$ cat src/rtl/first_fit_block_allocator_macros.svh
// Assertion macros used by the allocator sequencer
`ifndef FIRST_FIT_BLOCK_ALLOCATOR_MACROS_SVH
`define FIRST_FIT_BLOCK_ALLOCATOR_MACROS_SVH

// Same-cycle implication, checked outside reset
`define FFBA_HOLD(label, ante, cons, msg) \
    label: assert property (@(posedge clk) disable iff (!rst_n) (ante) |-> (cons)) \
        else $error(msg);

// Next-cycle implication, checked outside reset
`define FFBA_NEXT(label, ante, cons, msg) \
    label: assert property (@(posedge clk) disable iff (!rst_n) (ante) |=> (cons)) \
        else $error(msg);

`endif

$ cat src/rtl/ffba_pkg.sv
// Package: sizes, codes and shared types of the first-fit block allocator
`timescale 1ns / 1ps
package ffba_pkg;

    localparam int MAX_BLOCKS = 32;
    localparam int HEAP_BYTES = 65536;

    localparam int IDX_W     = $clog2(MAX_BLOCKS);
    localparam int CNT_W     = $clog2(MAX_BLOCKS + 1);
    localparam int ADDR_W    = 16;
    localparam int LIMIT_W   = 17;
    localparam int HDR_W     = 8;
    localparam int STATUS_W  = 2;
    localparam int CFG_IDX_W = 2;

    // growth may never pass the smaller of the heap size and the 64 KiB window
    localparam int LIM_CAP = (HEAP_BYTES < 65536) ? HEAP_BYTES : 65536;

    localparam logic OP_ALLOC   = 1'b0;
    localparam logic OP_RELEASE = 1'b1;

    localparam logic [STATUS_W-1:0] ST_OK      = 2'd0;
    localparam logic [STATUS_W-1:0] ST_ZERO    = 2'd1;
    localparam logic [STATUS_W-1:0] ST_OOM     = 2'd2;
    localparam logic [STATUS_W-1:0] ST_NOBLOCK = 2'd3;

    localparam logic [CFG_IDX_W-1:0] REG_HEAP_LIMIT   = 2'd0;
    localparam logic [CFG_IDX_W-1:0] REG_HEADER_BYTES = 2'd1;

    typedef enum logic [1:0] {
        S_IDLE,
        S_WALK,
        S_DONE
    } ffba_state_t;

    // search word handed from cell to cell
    typedef struct packed {
        logic              valid;
        logic              op;
        logic [ADDR_W-1:0] req_size;
        logic [ADDR_W-1:0] address;
        logic              hit;
        logic              drop;
        logic [ADDR_W-1:0] hit_start;
        logic [ADDR_W-1:0] hit_size;
    } ffba_tok_t;

    // controller state seen by every cell, plus the append write
    typedef struct packed {
        logic [CNT_W-1:0]   count;
        logic [LIMIT_W-1:0] top;
        logic               wr_en;
        logic [IDX_W-1:0]   wr_idx;
        logic [ADDR_W-1:0]  wr_start;
        logic [ADDR_W-1:0]  wr_size;
    } ffba_bcast_t;

endpackage

$ cat src/rtl/ffba_cell.sv
// One table entry: holds start, size and free flag, and checks the passing search word
`timescale 1ns / 1ps
module ffba_cell (
    input  logic                           clk,
    input  logic                           rst_n,
    input  logic [ffba_pkg::IDX_W-1:0]     idx,
    input  ffba_pkg::ffba_bcast_t          bcast,
    input  ffba_pkg::ffba_tok_t            tok_in,
    output ffba_pkg::ffba_tok_t            tok_out
);
    import ffba_pkg::*;

    logic [ADDR_W-1:0]  start_reg;
    logic [ADDR_W-1:0]  size_reg;
    logic               free_reg;
    ffba_tok_t          tok_reg;
    ffba_tok_t          tok_next;

    logic               live;
    logic               alloc_hit;
    logic               rel_hit;
    logic               is_last;
    logic               ends_at_top;
    logic               drop_now;
    logic [LIMIT_W-1:0] end_sum;

    always_comb
    begin
        live        = tok_in.valid && (CNT_W'(idx) < bcast.count);
        alloc_hit   = live && !tok_in.hit && (tok_in.op == OP_ALLOC) && free_reg
                      && (size_reg >= tok_in.req_size);
        rel_hit     = live && !tok_in.hit && (tok_in.op == OP_RELEASE)
                      && (start_reg == tok_in.address);
        is_last     = (CNT_W'(idx) + CNT_W'(1)) == bcast.count;
        end_sum     = LIMIT_W'(tok_in.address) + LIMIT_W'(size_reg);
        ends_at_top = end_sum == bcast.top;
        drop_now    = rel_hit && is_last && ends_at_top;

        tok_next = tok_in;
        if (alloc_hit || rel_hit)
        begin
            tok_next.hit       = 1'b1;
            tok_next.drop      = drop_now;
            tok_next.hit_start = start_reg;
            tok_next.hit_size  = size_reg;
        end
    end

    // entry contents stay undefined until the append write lands here
    always_ff @(posedge clk)
    begin
        if (bcast.wr_en && (bcast.wr_idx == idx))
        begin
            start_reg <= bcast.wr_start;
            size_reg  <= bcast.wr_size;
            free_reg  <= 1'b0;
        end
        else if (alloc_hit)
        begin
            free_reg <= 1'b0;
        end
        else if (rel_hit && !drop_now)
        begin
            free_reg <= 1'b1;
        end
    end

    always_ff @(posedge clk or negedge rst_n)
    begin
        if (!rst_n)
        begin
            tok_reg <= '0;
        end
        else
        begin
            tok_reg <= tok_next;
        end
    end

    assign tok_out = tok_reg;

endmodule

$ cat config.mk
export PLATFORM = sky130hd
export DESIGN_NAME = ffba_cell
export DESIGN_NICKNAME = d
export VERILOG_FILES = /design/src/rtl/first_fit_block_allocator_macros.svh /design/src/rtl/ffba_pkg.sv /design/src/rtl/ffba_cell.sv
export SDC_FILE = /design/constraint.sdc
export NUM_CORES = 1
export LEC_CHECK = 0
export BUFFER_PORTS_ARGS = -buffer_cell sky130_fd_sc_hd__buf_2
export CAP_MARGIN = 25
export CORE_MARGIN = 2
export CORE_UTILIZATION = 53
export CTS_CLUSTER_SIZE = 40
export DETAILED_ROUTE_END_ITERATION = 7
export PLACE_DENSITY = 0.94
export SKIP_LAST_GASP = 1
export SLEW_MARGIN = 0
export SYNTH_ARGS = -nofsm -noshare
export SYNTH_HDL_FRONTEND = slang
export SYNTH_SLANG_ARGS = --single-unit
$ cat constraint.sdc
create_clock -name clk -period 5.35 [get_ports clk]
set_input_delay 1.07 -clock clk [delete_from_list [all_inputs] [get_ports clk]]
set_output_delay 1.07 -clock clk [all_outputs]
set_load 0.1 [all_outputs]
# Word-level counts from Yosys, hierarchy flattened
# Index checks and enable logic that the tools add are counted.
# totals
reg_bits	101
inputBits	136
out_inout_bits	68
word_cells	36
# classes
n_addsub	2
magnitude_cmp	2
eq_ne	4
mux	1
bitwise	1
reduce_logical	15
# ops
op	count
2-to-1 mux 34 bit	1
adder 16 x 16 -> 17 bit	1
== test 17 bit	1
== test 16 bit	1
greater-or-equal comparator 16 bit	1
logical AND 1 bit	11
adder 5 x 1 -> 6 bit (second input constant)	1
== test 6 bit	1
less-than comparator 5 x 6 -> 1 bit	1
== test 5 bit	1
zero test 1 bit	2
OR reduction 2 bit	1
logical OR 1 bit	1
NOT 1 bit	1

# Logic depth before layout (Yosys ltp)
# Gate-level depths: netlist of the first run.
# logic_depth
depth_word	9
ltp_mapped	11

# Least setup slack after synthesis of the first run
# Ideal clock, no wire load.
# synth_timing
kind	input port to flip-flop
start	input tok_in[34] (netlist bit)
end	register tok_reg, in the netlist tok_out[32]
setup_time_ns	0.076
t_arrival_ns	3.439
required_ns	5.274
setup_slack_ns	1.834
path_stages	10
path_buffers	0
cell_sequence	ha_1 fa_1 a21o_1 a221oi_4 o221ai_2 a31o_1 xnor2_1 nand4_1 or4_1 o21ai_1
# synth_rtl
item	line	source
start, declared	ffba_cell.sv:8	input ffba_pkg::ffba_tok_t tok_in,
end signal, assigned	ffba_cell.sv:76	tok_reg <= tok_next;
end, declared	ffba_cell.sv:16	ffba_tok_t tok_reg;

==> results of run 1 <==
[critical path, stage by stage]
cell and delay, ns:
buf_2 0.15, ha_1 0.33, a2111oi_0 0.40, o2bb2ai_1 0.27, nand4_1 0.14, nor4_1 0.55, nor3_4 0.22, buf_4 0.28
mux2_2 0.31
[layout make-up]
type                       count  area [µm²]
timing repair buffer         204        1030
fill                         714        2860
inverter                      29         109
clock buffer                  11         141
multi-input combinational    276        2300
tap                          129         161
sequential                   101        2680
clock inverter                 5        43.8
[layer usage]
layer | track usage [%] | up-vias | share of wire [%]
met5 | 0 | - | 0
met4 | 7.69 | 0 | 1.6
met3 | 6.91 | 19 | 8.3
met2 | 44.3 | 185 | 50
met1 | 30.8 | 1953 | 40
li1 | - | 1911 | -
[power breakdown]
group,switching (mW),internal (mW),leakage (nW),total (mW)
Clock,0.268,0.188,0.0881,0.456
Combinational,0.376,0.144,1.90,0.521
Sequential,0.0136,0.835,1.09,0.848
[synth_stat cells, types with 2 or more instances]
master and n:
o211ai_1 3, nand2b_1 6, buf_2 2, and4_1 2, xnor2_1 26, nor2_1 11, or2_2 3, o21ai_0 10
ha_1 38, nand4_1 9, nand2_1 16, mux2_2 32, nand3_1 12, inv_1 29, a21oi_1 21, nor3_1 4
and3_1 3, nand3b_1 2, a21o_1 8, edfxtp_1 32, o21ba_2 2, nor4_1 6, xor2_1 22, dfrtp_1 68
[path summary, 6_finish.rpt]
check / from / endpoint / slack [ns] / depth (start not counted)
hold reg to reg: start_reg[7]$_DFFE_PP_ / tok_out[23]$_DFF_PN0_ / 0.55 / 1
setup reg to reg: size_reg[9]$_DFFE_PP_ / tok_out[1]$_DFF_PN0_ / 2.21 / 9
setup / recovery: idx[3] / tok_out[1]$_DFF_PN0_ / 1.86 / 9
max in group asynchronous: rst_n / tok_out[43]$_DFF_PN0_ / 3.99 / 1
min in group asynchronous: rst_n / tok_out[1]$_DFF_PN0_ / 0.81 / 1
hold / removal: start_reg[7]$_DFFE_PP_ / tok_out[23]$_DFF_PN0_ / 0.55 / 1
[cells by family (layout without fill, tap and decap cells)]
kind of cell               count (synthesis)  after routing  share of synthesized area, %
AOI/OAI and AO/OA                         69             69                          9.89
adders and majority gates                 39             39                          9.67
muxes                                     32             32                          7.03
xor gates and xnor gates                  48             48                          8.20
DFF                                      101            101                          52.3
buffers and inverters                     35            249                          2.95
and+or+nand+nor                           88             88                          9.93
==> results.yml, run 1 <==
placed_design:
  gp_routability_congestion: 0.837
  hpwlAfterDp_um: 10600
  dpl-instance-area_um2: 6280
  placed_cells: 739
  pre_cts_ws_ns: 1.48
  port_buffers: 203
logic_synthesis:
  synth.avg_cell_area_um2: 12.4
  synth_edf_count: 32
  synthDominantCellAreaShare_pct: 33.2
  synth_top_area_cell: "dfrtp_1"
  yosys-top-cells-area: "dfrtp_1 (33%), edfxtp_1 (19%), ha_1 (9.3%), mux2_2 (7.0%), xnor2_1 (4.4%)"
  synth.distinct_cells: 69
  synth_cells: 412
  ys_seq_area_share_pct: 52.3
  syn-cell-area_um2: 5130
  synth-main-ff-cell: "dfrtp_1"
  syn-num-nets: 587
  synth-seq-cells: 101
  async_flop_share_pct: 67.3
  ys.warnings.count: 0
clock_network:
  clkLatencyLatePin_ns: 0.37
  cts_hold_buffers: 0
  ctsResizeCount: 0
  clock-sinks: 101
  clkTransAtPathRegs_ns: 0.09
  clockBufferDepth: 2
  numCtsBuffers: 9
  root_buffer: "clkbuf_8"
  htree_levels: 3
  cts_tree: "yes"
  post_cts_buffers: 0
timing:
  finalHoldWorstSlack_ns: 0.550
  tightest_slew_ns: 0.860
  skew_ns: 0.0113
  min_period_ns: 3.49
  rsz0062_at_grt: "false"
  postLayoutSetupSlackWorst_ns: 1.86
  slew_headroom_pct: 42.6
  slew_violations: 0
  period_share_pct: 65.3
  hold_violations: 0
  fin_setup_tns_ns: 0
  max_freq_ghz: 0.286
  setup_violations: 0
floorplanning:
  initial_core_util_pct: 55.0
  row_count: 35
  die-height_um: 102
  die_x_um: 102
  dieArea_um2: 10500
  coreArea_um2: 9330
  design.portCount: 204
critical_path:
  required_ns: 5.61
  crit_type: "input pin to flop"
  arrival_ns: 3.75
  cp-start-kind: "input pin"
  endpoint_kind: "flop"
  cp_max_fo: 19
final_layout:
  largest_register_ffs: 68
  utilization_pct: 69.3
  antenna-diode-count: 0
  final_area_um2: 6460
  mostFrequentLayoutCell: "buf_2"
  stdcell_count: 755
  syn2layout_area_growth_pct: 26.1
  layout_common_cells: "buf_2 (202), dfrtp_1 (68), ha_1 (38)"
  layout-drive-gt1-share_pct: 43.3
  nets: 796
routing:
  wl_um: 13300
  wl_per_cell_um: 17.6
  drt_pass1_iterations: 4
  vias: 4068
  drtAntennaViolNets: 0
  drcViolationCount: 0
  drt-vias-per-instance: 5.39
  drtIter0Drc: 153
power_and_ir_drop:
  ir_drop_v: 0.000190
  p_leak_nw: 3.08
  power.total_mw: 1.82
  pwr_density_cell_nw_per_um2: 282
global_route:
  grt_start_max_net_pins: 69
  antenna_found_initial: 0
  overflow: 0
  grt_first_pass_wirelength_um: 20200
  track_usage_pct: 25.4
  grt_pass1_vias: 4180
job:
  cap_violations: 0
min_path:
  hold_class: "flop to flop"
run_status:
  status: "completed"
No activity file was read; power rests on OpenSTA's default activity.
==> run 2, diff against run 1 <==
--- a/config.mk
+++ b/config.mk
@@ -8,10 +8,10 @@
 export BUFFER_PORTS_ARGS = -buffer_cell sky130_fd_sc_hd__buf_2
 export CAP_MARGIN = 25
 export CORE_MARGIN = 2
-export CORE_UTILIZATION = 53
+export CORE_UTILIZATION = 44
 export CTS_CLUSTER_SIZE = 40
 export DETAILED_ROUTE_END_ITERATION = 7
-export PLACE_DENSITY = 0.94
+export PLACE_DENSITY = 0.84
 export SKIP_LAST_GASP = 1
 export SLEW_MARGIN = 0
 export SYNTH_ARGS = -nofsm -noshare
==> constraint.sdc (replaced) <==
create_clock -name clk -period 3.17 [get_ports clk]
set_input_delay 0.634 -clock clk [delete_from_list [all_inputs] [get_ports clk]]
set_output_delay 0.634 -clock clk [all_outputs]
set_load 0.1 [all_outputs]
==> results.yml, run 2 (same netlist as run 1, synthesis figures left out) <==
power_and_ir_drop:
  pwr_density_cell_nw_per_um2: 499
  ir_drop_v: 0.000386
  p_leak_nw: 3.24
final_layout:
  largest_register_ffs: 68
  layout-drive-gt1-share_pct: 45.3
  layout_common_cells: "buf_2 (202), dfrtp_1 (68), ha_1 (38)"
  nets: 817
  syn2layout_area_growth_pct: 32.2
  mostFrequentLayoutCell: "buf_2"
  antenna-diode-count: 0
  final_area_um2: 6780
  utilization_pct: 59.6
timing:
  min_period_ns: 2.95
  slew_violations: 0
  hold_violations: 0
  setup_violations: 0
  tightest_slew_ns: 0.874
  slew_headroom_pct: 41.8
  rsz0062_at_grt: "false"
  max_freq_ghz: 0.339
  postLayoutSetupSlackWorst_ns: 0.218
  period_share_pct: 93.1
  skew_ns: 0.00865
routing:
  vias: 4075
  drcViolationCount: 0
  wl_um: 13800
  drtAntennaViolNets: 0
  drt_pass1_iterations: 4
  drtIter0Drc: 197
  drt-vias-per-instance: 5.16
  wl_per_cell_um: 17.5
global_route:
  track_usage_pct: 22.2
  grt_pass1_vias: 4384
  grt_first_pass_wirelength_um: 21800
  antenna_found_initial: 0
  grt_start_max_net_pins: 69
  overflow: 0
floorplanning:
  row_count: 39
  die-height_um: 112
  die_x_um: 112
  coreArea_um2: 11400
  dieArea_um2: 12500
  initial_core_util_pct: 45.1
  design.portCount: 204
critical_path:
  endpoint_kind: "flop"
  path_buf_inv: 0
  cp-start-kind: "flop"
  crit_type: "flop to flop"
  arrival_ns: 3.22
  required_ns: 3.44
  cp_cell_sequence: "ha_1, fa_2, a21o_1, a221oi_4, o221ai_2, a31o_1, xnor2_1, nand4_1, or4_1, o21ai_1"
  slowest_stage: "or4_1"
  cp_max_fo: 4
  cpLargestDelayFamily: "compound AO/OA/AOI/OAI gates"
  cpPeakStageDelay_ns: 0.52
placed_design:
  hpwlAfterDp_um: 11000
  port_buffers: 203
  pre_cts_ws_ns: -0.224
  dpl-instance-area_um2: 6490
  gp_routability_congestion: 0.847
clock_network:
  cts_tree: "yes"
  clkTransAtPathRegs_ns: 0.06
  clkLatencyLatePin_ns: 0.35
  numCtsBuffers: 9
  clock-sinks: 101
  htree_levels: 3
  root_buffer: "clkbuf_16"
  post_cts_buffers: 0
  clockBufferDepth: 2
job:
  cap_violations: 0
run_status:
  status: "completed"
min_path:
  hold_class: "input pin to asynchronous set/reset pin"
==> run 2: path summary, 6_finish.rpt <==
check / from / endpoint / slack [ns] / cells past startpoint
min in group clk: tok_in[63] / tok_out[63]$_DFF_PN0_ / 0.41 / 1
min reg2reg: start_reg[12]$_DFFE_PP_ / tok_out[28]$_DFF_PN0_ / 0.54 / 1
max: size_reg[0]$_DFFE_PP_ / tok_out[32]$_DFF_PN0_ / 0.22 / 10
max in group asynchronous: rst_n / tok_out[60]$_DFF_PN0_ / 2.20 / 1
min: rst_n / tok_out[50]$_DFF_PN0_ / 0.41 / 1
max reg2reg: size_reg[0]$_DFFE_PP_ / tok_out[32]$_DFF_PN0_ / 0.22 / 10
==> run 2: what timing repair did <==
| action | 4_1_cts | 5_1_grt |
|---|---|---|
| endpoints found under the setup margin | 0 | 1 |
| gates resized for setup | 0 | 2 |
| hold buffers | 0 | 0 |
==> run 2: area by class of cell <==
type                    count  area, µm²
fillers                   915       4590
flip-flops and latches    101       2680
multi-input cells         276       2310
repair buffers            225       1220
clock buffers              13        260
well taps                 143        179
inverters                  29        109
clock inverters             3       18.8
==> run 2: power by group <==
part	total [mW]	switching (mW)	leakage, nW	internal, mW
Sequential	1.43	0.0233	1.09	1.41
Combinational	0.903	0.641	2.02	0.262
Clock	1.04	0.467	0.140	0.576
Total	3.38	1.13	3.24	2.25
==> run 2: metrics by stage <==
stage	cells	power (mW)	setup TNS [ns]	hold WS, ns
6_report	790	3.38	0	0.405
5_1_grt	790	3.50	0	0.396
4_1_cts	790	3.40	0	0.393
3_5_place_dp	774	2.36	-0.278	0.527
3_3_place_gp	774	2.34	-0.210	0.511
2_1_floorplan	412	2.09	0	0.338
==> run 2: routing by layer <==
layer  vias up  track usage (%)  routed length (µm)
met5         -                0                   0
met4         0             6.10                 150
met3        13             5.66                 855
met2       152             38.1                6860
met1      1950             28.2                5940
li1       1960                -                   -
==> run 2: worst reg2reg max path: cells and delay by family, from the launching register on <==
kind	cells	cell delay (ns)
adders and majority gates	2	0.58
AOI/OAI and AO/OA	5	1.07
xor gates and xnor gates	1	0.18
and+or+nand+nor	2	0.64
DFF	1	0.41
==> run 3, diff against run 2 <==
--- a/config.mk
+++ b/config.mk
@@ -7,11 +7,10 @@
 export LEC_CHECK = 0
 export BUFFER_PORTS_ARGS = -buffer_cell sky130_fd_sc_hd__buf_2
 export CAP_MARGIN = 25
-export CORE_MARGIN = 2
+export CORE_MARGIN = 5
 export CORE_UTILIZATION = 44
-export CTS_CLUSTER_SIZE = 40
 export DETAILED_ROUTE_END_ITERATION = 7
-export PLACE_DENSITY = 0.84
+export PLACE_DENSITY = 0.75
 export SKIP_LAST_GASP = 1
 export SLEW_MARGIN = 0
 export SYNTH_ARGS = -nofsm -noshare
==> results.yml, run 3 (same netlist as run 1, synthesis figures left out) <==
run_status:
  status: "completed"
final_layout:
  syn2layout_area_growth_pct: 32.5
  final_area_um2: 6790
  layout_common_cells: "buf_2 (202), dfrtp_1 (68), ha_1 (37)"
  nets: 818
  layout-drive-gt1-share_pct: 45.4
  largest_register_ffs: 68
  utilization_pct: 59.5
  mostFrequentLayoutCell: "buf_2"
  antenna-diode-count: 0
  num-fill-cells: 981
critical_path:
  required_ns: 3.45
  crit_type: "flop to flop"
  cp-start-kind: "flop"
  endpoint_kind: "flop"
  arrival_ns: 3.31
  cp_max_fo: 3
routing:
  wl_um: 14100
  vias: 4012
  drt-vias-per-instance: 5.07
  wl_per_cell_um: 17.8
  drtAntennaViolNets: 0
  drtIter0Drc: 203
  drcViolationCount: 0
  drt_pass1_iterations: 4
placed_design:
  port_buffers: 203
  dpl-instance-area_um2: 6480
  hpwlAfterDp_um: 11500
  gp_routability_congestion: 0.844
floorplanning:
  die_x_um: 118
  die-height_um: 118
  initial_core_util_pct: 44.9
  design.portCount: 204
  dieArea_um2: 13900
  coreArea_um2: 11400
  row_count: 39
power_and_ir_drop:
  p_leak_nw: 3.25
  pwr_density_cell_nw_per_um2: 505
  power.total_mw: 3.43
  ir_drop_v: 0.000395
timing:
  rsz0062_at_grt: "false"
  min_period_ns: 3.03
  slew_headroom_pct: 41.5
  skew_ns: 0.00971
  fin_setup_tns_ns: 0
  setup_violations: 0
  tightest_slew_ns: 0.878
  period_share_pct: 95.6
  slew_violations: 0
  max_freq_ghz: 0.330
  hold_violations: 0
clock_network:
  clock-sinks: 101
  clkTransAtPathRegs_ns: 0.07
  clockBufferDepth: 2
  cts_tree: "yes"
  numCtsBuffers: 9
  root_buffer: "clkbuf_16"
  cts_hold_buffers: 0
  htree_levels: 3
  clkLatencyLatePin_ns: 0.35
global_route:
  antenna_found_initial: 0
  grt_start_max_net_pins: 69
  grt_pass1_vias: 4348
  track_usage_pct: 20.3
  grt_first_pass_wirelength_um: 22400
  overflow: 0
job:
  cap_violations: 0
min_path:
  hold_class: "input pin to flop"
[run 3: area by class of cell]
type	count	area (µm²)	area share, %
clock inverters	6	60.1	0.884
multi-input cells	276	2310	34.0
inverters	29	109	1.60
clock buffers	10	239	3.52
flip-flops and latches	101	2680	39.5
repair buffers	226	1220	17.9
well taps	143	179	2.63
[run 3: what timing repair did]
item | 4_1_cts | 5_1_grt
setup buffers | 0 | 1
gates resized for setup | 0 | 2
endpoints found under the setup margin | 0 | 1
[run 3: critical path, cell delays in order, from the launching register on]
cell and delay, ns:
edfxtp_1 0.41, ha_2 0.22, fa_1 0.40, a21o_1 0.24, a221oi_4 0.33, o221ai_2 0.16, a31o_1 0.27, xnor2_1 0.16
nand4_1 0.12, or4_1 0.51, o21ai_1 0.13
[run 3: routing by layer]
metal  GRT usage, %  routed length (µm)
met5              0                   0
met4           5.95                 276
met3           7.26                1140
met2           34.3                6980
met1           24.4                5690
[run 3: power breakdown]
group | switching [mW] | leakage (nW) | internal [mW] | total [mW]
Clock | 0.470 | 0.148 | 0.630 | 1.10
Sequential | 0.0230 | 1.09 | 1.41 | 1.43
Combinational | 0.638 | 2.01 | 0.261 | 0.899
[run 3: worst paths after layout]
kind / startpoint / endpoint / slack [ns] / cells past startpoint
worst max-delay path: size_reg[0]$_DFFE_PP_ / tok_out[32]$_DFF_PN0_ / 0.14 / 10
worst min-delay path: tok_in[63] / tok_out[63]$_DFF_PN0_ / 0.40 / 1
worst max register to register: size_reg[0]$_DFFE_PP_ / tok_out[32]$_DFF_PN0_ / 0.14 / 10
worst min register to register: start_reg[11]$_DFFE_PP_ / tok_out[27]$_DFF_PN0_ / 0.53 / 1
max in group asynchronous: rst_n / tok_out[61]$_DFF_PN0_ / 2.20 / 1
min in group asynchronous: rst_n / tok_out[5]$_DFF_PN0_ / 0.41 / 1
[run 3: metrics by stage]
step | cells | worst slack, ns | hold slack, ns
final | 791 | 0.140 | 0.401
after global routing | 791 | 0.0107 | 0.389
after CTS | 790 | 0.0635 | 0.392
after detailed placement | 774 | -0.236 | 0.530
after global placement | 774 | -0.178 | 0.519
after floorplan | 412 | 0.0904 | 0.338
