### src/rtl/first_fit_block_allocator_macros.svh
// Assertion macros used by the allocator sequencer
`ifndef FIRST_FIT_BLOCK_ALLOCATOR_MACROS_SVH
`define FIRST_FIT_BLOCK_ALLOCATOR_MACROS_SVH

// Same-cycle implication, checked outside reset
`define FFBA_HOLD(label, ante, cons, msg) \
    label: assert property (@(posedge clk) disable iff (!rst_n) (ante) |-> (cons)) \
        else $error(msg);

// Next-cycle implication, checked outside reset
`define FFBA_NEXT(label, ante, cons, msg) \
    label: assert property (@(posedge clk) disable iff (!rst_n) (ante) |=> (cons)) \
        else $error(msg);

`endif

### src/rtl/ffba_pkg.sv
// Package: sizes, codes and shared types of the first-fit block allocator
`timescale 1ns / 1ps
package ffba_pkg;

    localparam int MAX_BLOCKS = 32;
    localparam int HEAP_BYTES = 65536;

    localparam int IDX_W     = $clog2(MAX_BLOCKS);
    localparam int CNT_W     = $clog2(MAX_BLOCKS + 1);
    localparam int ADDR_W    = 16;
    localparam int LIMIT_W   = 17;
    localparam int HDR_W     = 8;
    localparam int STATUS_W  = 2;
    localparam int CFG_IDX_W = 2;

    // growth may never pass the smaller of the heap size and the 64 KiB window
    localparam int LIM_CAP = (HEAP_BYTES < 65536) ? HEAP_BYTES : 65536;

    localparam logic OP_ALLOC   = 1'b0;
    localparam logic OP_RELEASE = 1'b1;

    localparam logic [STATUS_W-1:0] ST_OK      = 2'd0;
    localparam logic [STATUS_W-1:0] ST_ZERO    = 2'd1;
    localparam logic [STATUS_W-1:0] ST_OOM     = 2'd2;
    localparam logic [STATUS_W-1:0] ST_NOBLOCK = 2'd3;

    localparam logic [CFG_IDX_W-1:0] REG_HEAP_LIMIT   = 2'd0;
    localparam logic [CFG_IDX_W-1:0] REG_HEADER_BYTES = 2'd1;

    typedef enum logic [1:0] {
        S_IDLE,
        S_WALK,
        S_DONE
    } ffba_state_t;

    // search word handed from cell to cell
    typedef struct packed {
        logic              valid;
        logic              op;
        logic [ADDR_W-1:0] req_size;
        logic [ADDR_W-1:0] address;
        logic              hit;
        logic              drop;
        logic [ADDR_W-1:0] hit_start;
        logic [ADDR_W-1:0] hit_size;
    } ffba_tok_t;

    // controller state seen by every cell, plus the append write
    typedef struct packed {
        logic [CNT_W-1:0]   count;
        logic [LIMIT_W-1:0] top;
        logic               wr_en;
        logic [IDX_W-1:0]   wr_idx;
        logic [ADDR_W-1:0]  wr_start;
        logic [ADDR_W-1:0]  wr_size;
    } ffba_bcast_t;

endpackage

### src/rtl/ffba_if.sv
// Channel interfaces: request, response and configuration write
`timescale 1ns / 1ps
interface ffba_cmd_if;
    import ffba_pkg::*;
    logic              valid;
    logic              ready;
    logic              op;
    logic [ADDR_W-1:0] req_size;
    logic [ADDR_W-1:0] address;
    modport source (output valid, op, req_size, address, input ready);
    modport sink (input valid, op, req_size, address, output ready);
endinterface

interface ffba_rsp_if;
    import ffba_pkg::*;
    logic                valid;
    logic                ready;
    logic [ADDR_W-1:0]   result_address;
    logic [STATUS_W-1:0] status;
    logic                reused;
    logic                top_released;
    modport source (output valid, result_address, status, reused, top_released, input ready);
    modport sink (input valid, result_address, status, reused, top_released, output ready);
endinterface

interface ffba_cfg_if;
    import ffba_pkg::*;
    logic                 valid;
    logic                 ready;
    logic [CFG_IDX_W-1:0] index;
    logic [LIMIT_W-1:0]   data;
    modport source (output valid, index, data, input ready);
    modport sink (input valid, index, data, output ready);
endinterface

### src/rtl/ffba_ctrl.sv
// Sequencer: takes requests, launches the search word, finishes the table update
`timescale 1ns / 1ps
`include "first_fit_block_allocator_macros.svh"
module ffba_ctrl (
    input  logic                  clk,
    input  logic                  rst_n,
    ffba_cfg_if.sink              cfg,
    ffba_cmd_if.sink              cmd,
    ffba_rsp_if.source            rsp,
    input  ffba_pkg::ffba_tok_t   chain_end,
    output ffba_pkg::ffba_tok_t   chain_start,
    output ffba_pkg::ffba_bcast_t bcast
);
    import ffba_pkg::*;

    localparam logic [CNT_W-1:0] WALK_LAST = CNT_W'(MAX_BLOCKS);
    localparam logic [CNT_W-1:0] CNT_FULL  = CNT_W'(MAX_BLOCKS);
    localparam logic [LIMIT_W-1:0] CAP     = LIMIT_W'(LIM_CAP);

    ffba_state_t         state_reg, state_next;
    logic [CNT_W-1:0]    walk_cnt_reg;
    logic                op_reg;
    logic [ADDR_W-1:0]   req_reg;
    logic [ADDR_W-1:0]   addr_reg;
    ffba_tok_t           fin_reg;
    logic [CNT_W-1:0]    count_reg, count_next;
    logic [LIMIT_W-1:0]  top_reg, top_next;
    logic [LIMIT_W-1:0]  limit_reg;
    logic [HDR_W-1:0]    header_reg;

    logic                rsp_valid_reg;
    logic [ADDR_W-1:0]   rsp_addr_reg;
    logic [STATUS_W-1:0] rsp_status_reg;
    logic                rsp_reused_reg;
    logic                rsp_toprel_reg;

    logic                cmd_ready;
    logic                capture;
    logic                finish;
    logic                out_free;
    logic                zero_req;

    logic [LIMIT_W-1:0]  payload;
    logic [LIMIT_W:0]    end_sum;
    logic [LIMIT_W-1:0]  eff_limit;
    logic [LIMIT_W-1:0]  drop_amt;
    logic                oom;
    logic                app_en;
    logic [ADDR_W-1:0]   rs_addr;
    logic [STATUS_W-1:0] rs_status;
    logic                rs_reused;
    logic                rs_toprel;

    assign out_free = !rsp_valid_reg || rsp.ready;
    assign zero_req = (op_reg == OP_ALLOC) && (req_reg == '0);

    // next state
    always_comb
    begin
        state_next = state_reg;
        case (state_reg)
            S_IDLE:
            begin
                if (cmd.valid)
                begin
                    state_next = S_WALK;
                end
            end
            S_WALK:
            begin
                if (walk_cnt_reg == WALK_LAST)
                begin
                    state_next = S_DONE;
                end
            end
            S_DONE:
            begin
                if (out_free)
                begin
                    state_next = S_IDLE;
                end
            end
            default:
            begin
                state_next = S_IDLE;
            end
        endcase
    end

    // fsm outputs
    always_comb
    begin
        cmd_ready = 1'b0;
        capture   = 1'b0;
        finish    = 1'b0;
        case (state_reg)
            S_IDLE:
            begin
                cmd_ready = 1'b1;
            end
            S_WALK:
            begin
                capture = walk_cnt_reg == WALK_LAST;
            end
            S_DONE:
            begin
                finish = out_free;
            end
            default:
            begin
                cmd_ready = 1'b0;
            end
        endcase
    end

    assign cmd.ready = cmd_ready;
    assign cfg.ready = 1'b1;

    // launch the search word into the first cell on the first walk cycle, unless the request is a zero-size alloc
    always_comb
    begin
        chain_start           = '0;
        chain_start.valid     = (state_reg == S_WALK) && (walk_cnt_reg == '0) && !zero_req;
        chain_start.op        = op_reg;
        chain_start.req_size  = req_reg;
        chain_start.address   = addr_reg;
    end

    // result and table update once the word has left the last cell
    always_comb
    begin
        payload   = top_reg + LIMIT_W'(header_reg);
        end_sum   = {1'b0, payload} + (LIMIT_W + 1)'(req_reg);
        eff_limit = (limit_reg > CAP) ? CAP : limit_reg;
        oom       = (count_reg == CNT_FULL) || (end_sum > {1'b0, eff_limit});
        drop_amt  = LIMIT_W'(fin_reg.hit_size) + LIMIT_W'(header_reg);

        rs_addr    = '0;
        rs_status  = ST_OK;
        rs_reused  = 1'b0;
        rs_toprel  = 1'b0;
        app_en     = 1'b0;
        count_next = count_reg;
        top_next   = top_reg;

        if (op_reg == OP_ALLOC)
        begin
            if (zero_req)
            begin
                rs_status = ST_ZERO;
            end
            else if (fin_reg.hit)
            begin
                rs_addr   = fin_reg.hit_start;
                rs_reused = 1'b1;
            end
            else if (oom)
            begin
                rs_status = ST_OOM;
            end
            else
            begin
                app_en     = 1'b1;
                rs_addr    = payload[ADDR_W-1:0];
                count_next = count_reg + CNT_W'(1);
                top_next   = end_sum[LIMIT_W-1:0];
            end
        end
        else
        begin
            if (!fin_reg.hit)
            begin
                rs_status = ST_NOBLOCK;
            end
            else if (fin_reg.drop)
            begin
                rs_toprel  = 1'b1;
                count_next = count_reg - CNT_W'(1);
                top_next   = (top_reg > drop_amt) ? (top_reg - drop_amt) : '0;
            end
        end
    end

    always_comb
    begin
        bcast          = '0;
        bcast.count    = count_reg;
        bcast.top      = top_reg;
        bcast.wr_en    = finish && app_en;
        bcast.wr_idx   = count_reg[IDX_W-1:0];
        bcast.wr_start = payload[ADDR_W-1:0];
        bcast.wr_size  = req_reg;
    end

    always_ff @(posedge clk or negedge rst_n)
    begin
        if (!rst_n)
        begin
            state_reg     <= S_IDLE;
            walk_cnt_reg  <= '0;
            fin_reg       <= '0;
            count_reg     <= '0;
            top_reg       <= '0;
            limit_reg     <= LIMIT_W'(65536);
            header_reg    <= HDR_W'(24);
            rsp_valid_reg <= 1'b0;
        end
        else
        begin
            state_reg <= state_next;

            if (cmd.valid && cmd_ready)
            begin
                walk_cnt_reg <= '0;
            end
            else if (state_reg == S_WALK)
            begin
                walk_cnt_reg <= walk_cnt_reg + CNT_W'(1);
            end

            if (capture)
            begin
                fin_reg <= chain_end;
            end

            if (finish)
            begin
                count_reg <= count_next;
                top_reg   <= top_next;
            end

            if (cfg.valid)
            begin
                case (cfg.index)
                    REG_HEAP_LIMIT:   limit_reg  <= cfg.data;
                    REG_HEADER_BYTES: header_reg <= cfg.data[HDR_W-1:0];
                    default:          ;
                endcase
            end

            // hold the word until taken
            if (finish)
            begin
                rsp_valid_reg <= 1'b1;
            end
            else if (rsp.ready)
            begin
                rsp_valid_reg <= 1'b0;
            end
        end
    end

    always_ff @(posedge clk)
    begin
        if (cmd.valid && cmd_ready)
        begin
            op_reg   <= cmd.op;
            req_reg  <= cmd.req_size;
            addr_reg <= cmd.address;
        end
        if (finish)
        begin
            rsp_addr_reg   <= rs_addr;
            rsp_status_reg <= rs_status;
            rsp_reused_reg <= rs_reused;
            rsp_toprel_reg <= rs_toprel;
        end
    end

    assign rsp.valid          = rsp_valid_reg;
    assign rsp.result_address = rsp_addr_reg;
    assign rsp.status         = rsp_status_reg;
    assign rsp.reused         = rsp_reused_reg;
    assign rsp.top_released   = rsp_toprel_reg;

    `FFBA_NEXT(a_accept_walk, cmd.valid && cmd_ready, state_reg == S_WALK && walk_cnt_reg == '0, "accepted word did not start a walk")
    `FFBA_NEXT(a_walk_done, state_reg == S_WALK && walk_cnt_reg == WALK_LAST, state_reg == S_DONE, "walk overran the chain")
    `FFBA_HOLD(a_count_range, 1'b1, count_reg <= CNT_FULL, "block count beyond table size")
    `FFBA_HOLD(a_top_range, 1'b1, top_reg <= CAP, "heap top beyond heap window")
    `FFBA_HOLD(a_drop_hit, state_reg == S_DONE && fin_reg.drop, fin_reg.hit, "top drop without a matching block")

endmodule
### src/flat_wrapper.sv
// flat-port wrapper written by rule: the top's interface ports become plain ports
module ffba_ctrl_flat import ffba_pkg::*;
  (clk, rst_n, chain_end, chain_start, bcast, cfg_valid, cfg_index, cfg_data, cfg_ready, cmd_valid, cmd_op, cmd_req_size, cmd_address, cmd_ready, rsp_valid, rsp_result_address, rsp_status, rsp_reused, rsp_top_released, rsp_ready);
  ffba_cfg_if cfg_i ();
  ffba_cmd_if cmd_i ();
  ffba_rsp_if rsp_i ();
  input  logic clk;
  input  logic rst_n;
  input  ffba_pkg::ffba_tok_t chain_end;
  output ffba_pkg::ffba_tok_t chain_start;
  output ffba_pkg::ffba_bcast_t bcast;
  input wire logic [$bits(cfg_i.valid)-1:0] cfg_valid;
  input wire logic [$bits(cfg_i.index)-1:0] cfg_index;
  input wire logic [$bits(cfg_i.data)-1:0] cfg_data;
  output wire logic [$bits(cfg_i.ready)-1:0] cfg_ready;
  input wire logic [$bits(cmd_i.valid)-1:0] cmd_valid;
  input wire logic [$bits(cmd_i.op)-1:0] cmd_op;
  input wire logic [$bits(cmd_i.req_size)-1:0] cmd_req_size;
  input wire logic [$bits(cmd_i.address)-1:0] cmd_address;
  output wire logic [$bits(cmd_i.ready)-1:0] cmd_ready;
  output wire logic [$bits(rsp_i.valid)-1:0] rsp_valid;
  output wire logic [$bits(rsp_i.result_address)-1:0] rsp_result_address;
  output wire logic [$bits(rsp_i.status)-1:0] rsp_status;
  output wire logic [$bits(rsp_i.reused)-1:0] rsp_reused;
  output wire logic [$bits(rsp_i.top_released)-1:0] rsp_top_released;
  input wire logic [$bits(rsp_i.ready)-1:0] rsp_ready;
  assign cfg_i.valid = cfg_valid;
  assign cfg_i.index = cfg_index;
  assign cfg_i.data = cfg_data;
  assign cfg_ready = cfg_i.ready;
  assign cmd_i.valid = cmd_valid;
  assign cmd_i.op = cmd_op;
  assign cmd_i.req_size = cmd_req_size;
  assign cmd_i.address = cmd_address;
  assign cmd_ready = cmd_i.ready;
  assign rsp_valid = rsp_i.valid;
  assign rsp_result_address = rsp_i.result_address;
  assign rsp_status = rsp_i.status;
  assign rsp_reused = rsp_i.reused;
  assign rsp_top_released = rsp_i.top_released;
  assign rsp_i.ready = rsp_ready;
  ffba_ctrl u_core (.clk(clk), .rst_n(rst_n), .cfg(cfg_i), .cmd(cmd_i), .rsp(rsp_i), .chain_end(chain_end), .chain_start(chain_start), .bcast(bcast));
endmodule
### config.mk
export PLATFORM = sky130hd
export DESIGN_NAME = ffba_ctrl_flat
export DESIGN_NICKNAME = d
export VERILOG_FILES = /design/src/rtl/ffba_pkg.sv /design/src/rtl/ffba_if.sv /design/src/rtl/ffba_ctrl.sv /design/src/flat_wrapper.sv
export VERILOG_INCLUDE_DIRS = /design/src /design/src/rtl
export SDC_FILE = /design/constraint.sdc
export NUM_CORES = 1
export LEC_CHECK = 0
export ABC_AREA = 1
export BUFFER_PORTS_ARGS = -buffer_cell sky130_fd_sc_hd__buf_2
export CAP_MARGIN = 25
export CORE_UTILIZATION = 45
export CTS_CLUSTER_SIZE = 25
export DETAILED_ROUTE_END_ITERATION = 6
export PLACE_DENSITY = 0.71
export REMOVE_ABC_BUFFERS = 1
export SETUP_SLACK_MARGIN = 0.2
export SKIP_CTS_REPAIR_TIMING = 1
export SYNTH_ARGS = -nofsm -noshare
export SYNTH_HDL_FRONTEND = slang
export SYNTH_SLANG_ARGS = --single-unit
### constraint.sdc
create_clock -name clk -period 8.1 [get_ports clk]
set_input_delay 0.405 -clock clk [delete_from_list [all_inputs] [get_ports clk]]
set_output_delay 0.405 -clock clk [all_outputs]
set_load 0.03 [all_outputs]
# Word level (Yosys, flattened, before mapping)
# Index checks and enable logic that the tools add are counted.
[classes] n_addsub=7 n_lt_le_gt_ge=3 n_eq_ne=13 mux=38 n_bitwise=1 reduce_logical=21
[ops] op="17-bit two-way mux" n=8
[ops] op="6-bit two-way mux" n=8
[ops] op="16-bit two-way mux" n=2
[ops] op="17-bit by 16-bit adder with 18-bit output" n=1
[ops] op="18-bit by 17-bit greater-than comparator with 1-bit output" n=1
[ops] op="16-bit by 8-bit adder with 17-bit output" n=1
[ops] op="17-bit by 8-bit adder with 17-bit output" n=1
[ops] op="17-bit greater-than comparator" n=1
[ops] op="17-bit greater-than comparator, second input constant" n=1
[ops] op="17-bit subtractor" n=1
[ops] op="16-bit logical NOT" n=1
[ops] op="2-bit two-way mux" n=8
[ops] op="6-bit by 1-bit adder with 6-bit output, second input constant" n=2
[ops] op="6-bit equality test, second input constant" n=2
[ops] op="1-bit two-way mux" n=11
[ops] op="2-bit by 1-bit != test with 1-bit output, second input constant" n=5
[ops] op="6-bit logical NOT" n=1
[ops] op="2-bit != test, second input constant" n=3
[ops] op="2-bit one-hot mux with 3 select lines" n=1
[ops] op="2-bit AND reduction" n=3
[ops] op="6-bit AND reduction" n=1
[ops] op="6-bit by 1-bit subtractor with 6-bit output, second input constant" n=1
[ops] op="1-bit logical AND" n=5
[ops] op="2-bit by 1-bit equality test with 1-bit output, second input constant" n=2
[ops] op="8 further kinds" n=12
[totals] regBits=144 in_bits=125 output_inout_bits=152 wordCells=101

# Longest topological paths before layout
# Gate-level depths: netlist (run 1).
[logic_depth] ltp_word=9 mapped_depth=31 ltp_nobuf=30

# Worst setup path after synthesis (run 1)
# No wires, ideal clock.
[synth_path] path_kind="reg-to-output" startpoint="reg u_core.top_reg[0]" endpoint="out bcast[37] (netlist bit)" arrival_time_ns=4.944 required_ns=7.695 path_slack_ns=2.751 path_stages_with_launch=26 n_path_buf=1 cell_sequence="dfrtp_1 -> ha_1 -> fa_1 -> nand3_1 -> nand3_1 -> a31o_2 -> xor2_1 -> ha_1 -> nand2_1 -> nor2_1 -> nand2_1 -> o211ai_2 -> a21boi_0 -> nand2_1 -> and2_1 -> ha_1 -> a21oi_1 -> nand2_1 -> a21oi_1 -> nand2_1 -> nand2_1 -> nand2_1 -> nand2_1 -> nand4_4 -> buf_2 -> nor2_1"
[synth_rtl] item="start: declaration" line="ffba_ctrl.sv:27" source="logic [LIMIT_W-1:0] top_reg, top_next;"
[synth_rtl] item="start signal: assignment" line="ffba_ctrl.sv:229" source="top_reg <= top_next;"
[synth_rtl] item="end: declaration" line="flat_wrapper.sv:11" source="output ffba_pkg::ffba_bcast_t bcast;"

==> impl_metrics.env, run 1 <==
export IMPL_finalHoldViolCount=0
export IMPL_dp_cells=1578
export IMPL_p_comb_frac=0.444
export IMPL_via_per_inst=5.102
export IMPL_synth_edf_count=53
export IMPL_p_leak_nw=5.832
export IMPL_setup_viol=0
export IMPL_period_minus_slack_ns=6.076
export IMPL_routabilityCongestion=0.9002
export IMPL_final_core_util=0.5373
export IMPL_setup_tns_ns=0
export IMPL_drive_above_1_share=0.2260
export IMPL_drt_wl_total_um=25570
export IMPL_ios=277
export IMPL_postSynthAreaPerCell_um2=8.489
export IMPL_nNetsFinal=1527
export IMPL_core_area_um2=21020
export IMPL_p_per_area_nw_per_um2=297.3
export IMPL_placed_cell_area_um2=10680
export IMPL_slew_headroom=0.4020
export IMPL_timing_fmax_mhz=164.6
export IMPL_cts_inserted_buffers=17
export IMPL_busiest_layer="met2"
export IMPL_ys_flop_type="dfrtp_1"
export IMPL_io_buffers=207
export IMPL_area_growth_pct=17.23
export IMPL_status="finished, final reports clean"
export IMPL_worst_slew_pin_slew_ns=0.8960
export IMPL_antenna_found_initial=0
export IMPL_min_period_over_period=0.7501
export IMPL_max_cap_viol_count=0
export IMPL_p_seq_frac=0.313
export IMPL_final_cells=1611
export IMPL_grt_pass1_vias=7667
export IMPL_fin_area_um2=11300
export IMPL_crit_fanout=17
export IMPL_synth_area_leaders="dfrtp_1 23%, edfxtp_1 17%, nand2_1 10%"
export IMPL_largest_reg_flops=34
export IMPL_start_util=0.4584
export IMPL_grtUsageTotal=0.2364
export IMPL_yosys_warnings=0
export IMPL_syn_inst=1135
export IMPL_n_antenna_cell=0
export IMPL_grtUsageMet3=0.05092
export IMPL_clkSlewWorstSetupHoldPaths_ns=0.07
export IMPL_met2_usage=0.4007
export IMPL_fin_skew_ns=0.01475
export IMPL_p_sw_frac=0.4153
export IMPL_synth_yosys_seq_area_share=0.4019
export IMPL_clock_latency_ns=0.43
export IMPL_synth_seq_cells=144
export IMPL_dp_hpwl_um=20170
export IMPL_yosys_area_top_type="dfrtp_1"
export IMPL_yosysMostFrequentCell="nand2_1"
export IMPL_rows=53
export IMPL_grt_max_degree=57
export IMPL_grt_use_met1=0.3021
export IMPL_ys_types=49
export IMPL_p_sw_mw=1.395
export IMPL_endpoint_kind="output pin"
export IMPL_synthTopCellsByCount="265 x nand2_1, 125 x inv_1, 88 x dfrtp_1, 77 x o21ai_0, 74 x ha_1"
export IMPL_peakVddDrop_mv=0.1481
export IMPL_p_clk_frac=0.243
export IMPL_syn_area_um2=9635
export IMPL_grt_pass1_wl_um=39740
export IMPL_grt_overflow_total=0
export IMPL_rsz0062_at_grt="false"
export IMPL_critical_path_class="reg -> out"
export IMPL_worstPathArrival_ns=5.67
export IMPL_die_area_um2=22000
export IMPL_routedWlPerCell_um=15.87
export IMPL_ant_nets=0
export IMPL_h_tree_depth=4
export IMPL_fp_dieW_um=148.3
export IMPL_die_height_um=148.3
export IMPL_startpoint_type="flop"
export IMPL_cts_sinks=144
export IMPL_synth_top_area_share=0.2285
export IMPL_drc=0
export IMPL_pre_cts_ws_ns=2.651
export IMPL_ctsLongestPathBuffers=2
export IMPL_fin_ws_ns=2.024
export IMPL_cts_tree="yes"
export IMPL_cts_root_buf="clkbuf_16"
export IMPL_drt_iter0_markers=533
export IMPL_maxSlewViolCount=0
export IMPL_hold_path_class="in -> reg"
export IMPL_internal_power_mw=1.964
export IMPL_dr_pass1_iters=7
export IMPL_required_ns=7.70
export IMPL_vias=8220
export IMPL_ys_async_sr_fraction=0.6319
-- area by class of cell --
class / count / area (µm²)
Clock buffer: 18 / 429.2
Inverter: 129 / 484.2
Timing Repair Buffer: 212 / 1106
Sequential cell: 144 / 3872
Clock inverter: 14 / 178.9
Multi-Input combinational cell: 819 / 4881
Fill cell: 1969 / 9726
Tap cell: 275 / 344.1
-- cell families after synthesis --
kind of cell | share of synthesized area
simple gates | 0.2104
buf+inv | 0.1052
compound gates | 0.09167
flops | 0.4019
fa+ha+maj | 0.1065
xor+xnor | 0.04272
mux | 0.04090
other cells | 0.0007794
-- worst max-delay path: stages (launching register included) --
cell	delay, ns
dfrtp_1	0.46
ha_1	0.39
nand2_1	0.09
nor3_1	0.22
nand2_1	0.11
nand2_1	0.09
nand2_1	0.07
a21oi_1	0.33
xor2_1	0.28
inv_1	0.10
ha_1	0.37
nand2_1	0.13
o21ai_0	0.35
a21oi_1	0.11
nand2_1	0.16
xor2_1	0.42
ha_1	0.33
a21o_1	0.18
a21oi_1	0.12
nand2_1	0.06
nand2_1	0.17
nand4_4	0.27
nor2_1	0.18
buf_2	0.24
-- stage by stage --
stage	hold WS, ns	total power, mW
6_report	0.1442	3.359
5_1_grt	0.1285	3.605
4_1_cts	-0.03216	3.370
3_5_place_dp	0.4261	2.537
3_3_place_gp	0.4167	2.500
2_1_floorplan	0.1094	2.150
-- worst paths after layout --
| path | depth (start not counted) | slack, ns | startpoint | to |
|---|---|---|---|---|
| setup / recovery | 23 | 2.02 | u_core.header_reg[6] | bcast[37] |
| setup reg to reg | 25 | 2.61 | u_core.header_reg[6] | u_core.top_reg[14] |
| min in group asynchronous | 2 | 0.51 | rst_n | u_core.fin_reg[30] |
| max in group asynchronous | 3 | 6.48 | rst_n | u_core.count_reg[1] |
| hold / removal | 1 | 0.14 | cmd_req_size[11] | u_core.req_reg[11] |
| hold reg to reg | 1 | 0.51 | u_core.fin_reg[20] | u_core.fin_reg[20] |
-- metal layers --
metal / wire length [µm] / share of wire
met5: 0 / 0
met4: 500 / 0.020
met3: 1481 / 0.058
met2: 12460 / 0.49
met1: 11130 / 0.44
-- power by group through the flow --
stage                     sequential (mW)  combinational, mW  clock, mW
final                                1.05               1.49      0.817
after global placement               1.05               1.45          0
after floorplan                      1.09               1.06          0
after detailed placement             1.06               1.48          0
after global routing                 1.07               1.68      0.863
after CTS                            1.05               1.49      0.830
-- layout by cell type (no fill, tap or decap), types with 3 or more instances in the layout --
cell type / n
fa_1: 5
buf_4: 3
inv_6: 4
xor2_1: 34
nor3_1: 13
nand4_1: 15
clkbuf_16: 17
o21ai_0: 77
mux2_2: 35
buf_2: 206
xnor2_1: 13
nand2_2: 3
a31oi_1: 3
or2_2: 3
nor4_1: 7
inv_2: 4
a21o_1: 4
nor2_1: 56
inv_1: 125
nand3_1: 66
o22ai_1: 4
nand3b_1: 9
dfrtp_1: 88
ha_1: 74
clkinv_4: 3
edfxtp_1: 53
and2_1: 5
a21oi_1: 69
bufinv_16: 3
dfstp_2: 3
nand2_1: 265
conb_1: 35
No activity file was read; power rests on OpenSTA's default activity.
==> inputs of run 2 (changes only) <==
==> constraint.sdc (replaced) <==
create_clock -name clk -period 5.7 [get_ports clk]
set_input_delay 0.285 -clock clk [delete_from_list [all_inputs] [get_ports clk]]
set_output_delay 0.285 -clock clk [all_outputs]
set_load 0.03 [all_outputs]
==> run 2 against run 1 <==
  * Clock-buffer cell count rose by 2
  * Sequential power rose by 43%
  * Clock power rose by 47%
  * Total power rose by 45%
  * Sequential cell count did not move
  * Largest cell class unchanged
==> impl_metrics.env, run 2 (same netlist as run 1, synthesis figures left out) <==
export IMPL_status="finished, final reports clean"
export IMPL_critical_path_class="reg -> out"
export IMPL_routedWlPerCell_um=16.12
export IMPL_grt_pass1_vias=7690
export IMPL_clkSlewWorstSetupHoldPaths_ns=0.07
export IMPL_die_area_um2=22000
export IMPL_rows=53
export IMPL_largest_reg_flops=34
export IMPL_fin_skew_ns=0.009733
export IMPL_pre_cts_ws_ns=0.4408
export IMPL_final_common_cell="nand2_1"
export IMPL_nFillCells=1938
export IMPL_core_area_um2=21020
export IMPL_worstPathArrival_ns=4.96
export IMPL_whs_ns=0.02926
export IMPL_grt_pass1_wl_um=39720
export IMPL_min_period_over_period=0.9204
export IMPL_p_leak_nw=5.870
export IMPL_power_total_mw=4.868
export IMPL_ios=277
export IMPL_max_cap_viol_count=0
export IMPL_cts_sinks=144
export IMPL_h_tree_depth=4
export IMPL_rsz0062_at_grt="false"
export IMPL_ant_nets=0
export IMPL_grtUsageMet3=0.04601
export IMPL_timing_fmax_mhz=190.6
export IMPL_ctsLongestPathBuffers=2
export IMPL_io_buffers=207
export IMPL_drc=0
export IMPL_drt_wl_total_um=26120
export IMPL_worst_slew_pin_slew_ns=0.8976
export IMPL_cts_root_buf="clkbuf_16"
export IMPL_required_ns=5.41
export IMPL_nNetsFinal=1536
export IMPL_die_height_um=148.3
export IMPL_routabilityCongestion=0.9417
export IMPL_area_growth_pct=19.65
export IMPL_via_per_inst=5.157
export IMPL_grt_use_met1=0.3003
export IMPL_p_per_area_nw_per_um2=422.3
export IMPL_start_util=0.4584
export IMPL_setup_viol=0
export IMPL_period_minus_slack_ns=5.246
export IMPL_antenna_found_initial=0
export IMPL_fin_ws_ns=0.4538
export IMPL_startpoint_type="flop"
export IMPL_slew_headroom=0.4009
export IMPL_crit_fanout=5
export IMPL_drt_iter0_markers=602
export IMPL_cts_inserted_buffers=17
export IMPL_dr_pass1_iters=6
export IMPL_peakVddDrop_mv=0.1863
export IMPL_hold_path_class="in -> reg"
export IMPL_clock_latency_ns=0.43
export IMPL_n_antenna_cell=0
export IMPL_grt_overflow_total=0
export IMPL_endpoint_kind="output pin"
export IMPL_finalHoldViolCount=0
export IMPL_busiest_layer="met2"
export IMPL_dp_hpwl_um=19940
export IMPL_cts_tree="yes"
export IMPL_drive_above_1_share=0.2483
export IMPL_grt_max_degree=58
export IMPL_met2_usage=0.4000
export IMPL_grtUsageTotal=0.2351
export IMPL_maxSlewViolCount=0
export IMPL_final_cell_mix="263 x nand2_1, 205 x buf_2, 125 x inv_1"
export IMPL_fp_dieW_um=148.3
export IMPL_vias=8354
[run 2: changes by cell type in the layout (fill, tap and decap cells not counted), sizes merged]
cell | before | now
clkbuf | 18 | 21
clkinv | 5 | 3
buf | 211 | 219
inv | 134 | 133
bufinv | 3 | 4
[run 2: final cells by class]
| type | count | area (µm²) | area share |
|---|---|---|---|
| clock buffers | 20 | 436.7 | 0.03788 |
| clock inverters | 12 | 180.2 | 0.01563 |
| inverters | 129 | 484.2 | 0.04200 |
| multi-input cells | 819 | 5054 | 0.4384 |
| flip-flops and latches | 144 | 3874 | 0.3360 |
| well taps | 275 | 344.1 | 0.02985 |
| repair buffers | 221 | 1156 | 0.1003 |
[run 2: path summary, 6_finish.rpt]
path | startpoint | endpoint | slack [ns] | cells past startpoint
min in group asynchronous | rst_n | u_core.fin_reg[14] | 0.37 | 2
min reg2reg | u_core.fin_reg[20] | u_core.fin_reg[20] | 0.51 | 1
max | u_core.header_reg[6] | bcast[37] | 0.45 | 24
min | cmd_req_size[9] | u_core.req_reg[9] | 0.03 | 1
max in group asynchronous | rst_n | u_core.header_reg[1] | 4.20 | 3
max reg2reg | u_core.header_reg[6] | u_core.top_reg[2] | 0.67 | 29
[run 2: metrics by stage]
stage | setup TNS [ns] | area (µm²) | utilization | std cells
after floorplan | 0 | 9230 | - | 1092
after global placement | 0 | 10640 | 0.5063 | 1577
after detailed placement | 0 | 10640 | 0.5063 | 1577
after CTS | -0.05258 | 11260 | 0.5356 | 1609
after global routing | 0 | 11530 | 0.5484 | 1620
final | 0 | 11530 | 0.5484 | 1620
[run 2: per-layer routing]
metal | vias up | wire, µm
met4 | 0 | 580
met3 | 38 | 1408
met5 | - | 0
li1 | 4086 | -
met1 | 3931 | 11250
met2 | 299 | 12880
[run 2: report_power, final]
group / switching (mW) / internal [mW] / total (mW)
clock network: 0.466 / 0.737 / 1.20
logic: 1.36 / 0.805 / 2.17
registers: 0.178 / 1.32 / 1.50
total: 2.01 / 2.86 / 4.87
[run 2: worst max-delay path: stages (launching register included)]
cell,delay (ns)
dfrtp_1,0.48
ha_4,0.35
nand2_1,0.08
nor3_2,0.14
nand2_1,0.09
nand2_1,0.07
nand2_1,0.10
a21oi_4,0.24
xor2_2,0.21
inv_1,0.10
ha_2,0.39
a21oi_1,0.14
o21ai_1,0.18
a21oi_1,0.09
or2_2,0.29
and2_1,0.20
ha_1,0.29
nand2_1,0.05
nor2_1,0.12
nor3b_2,0.20
nand3_1,0.12
nand2_2,0.14
nand4_4,0.13
nor2_1,0.11
clkbuf_4,0.20
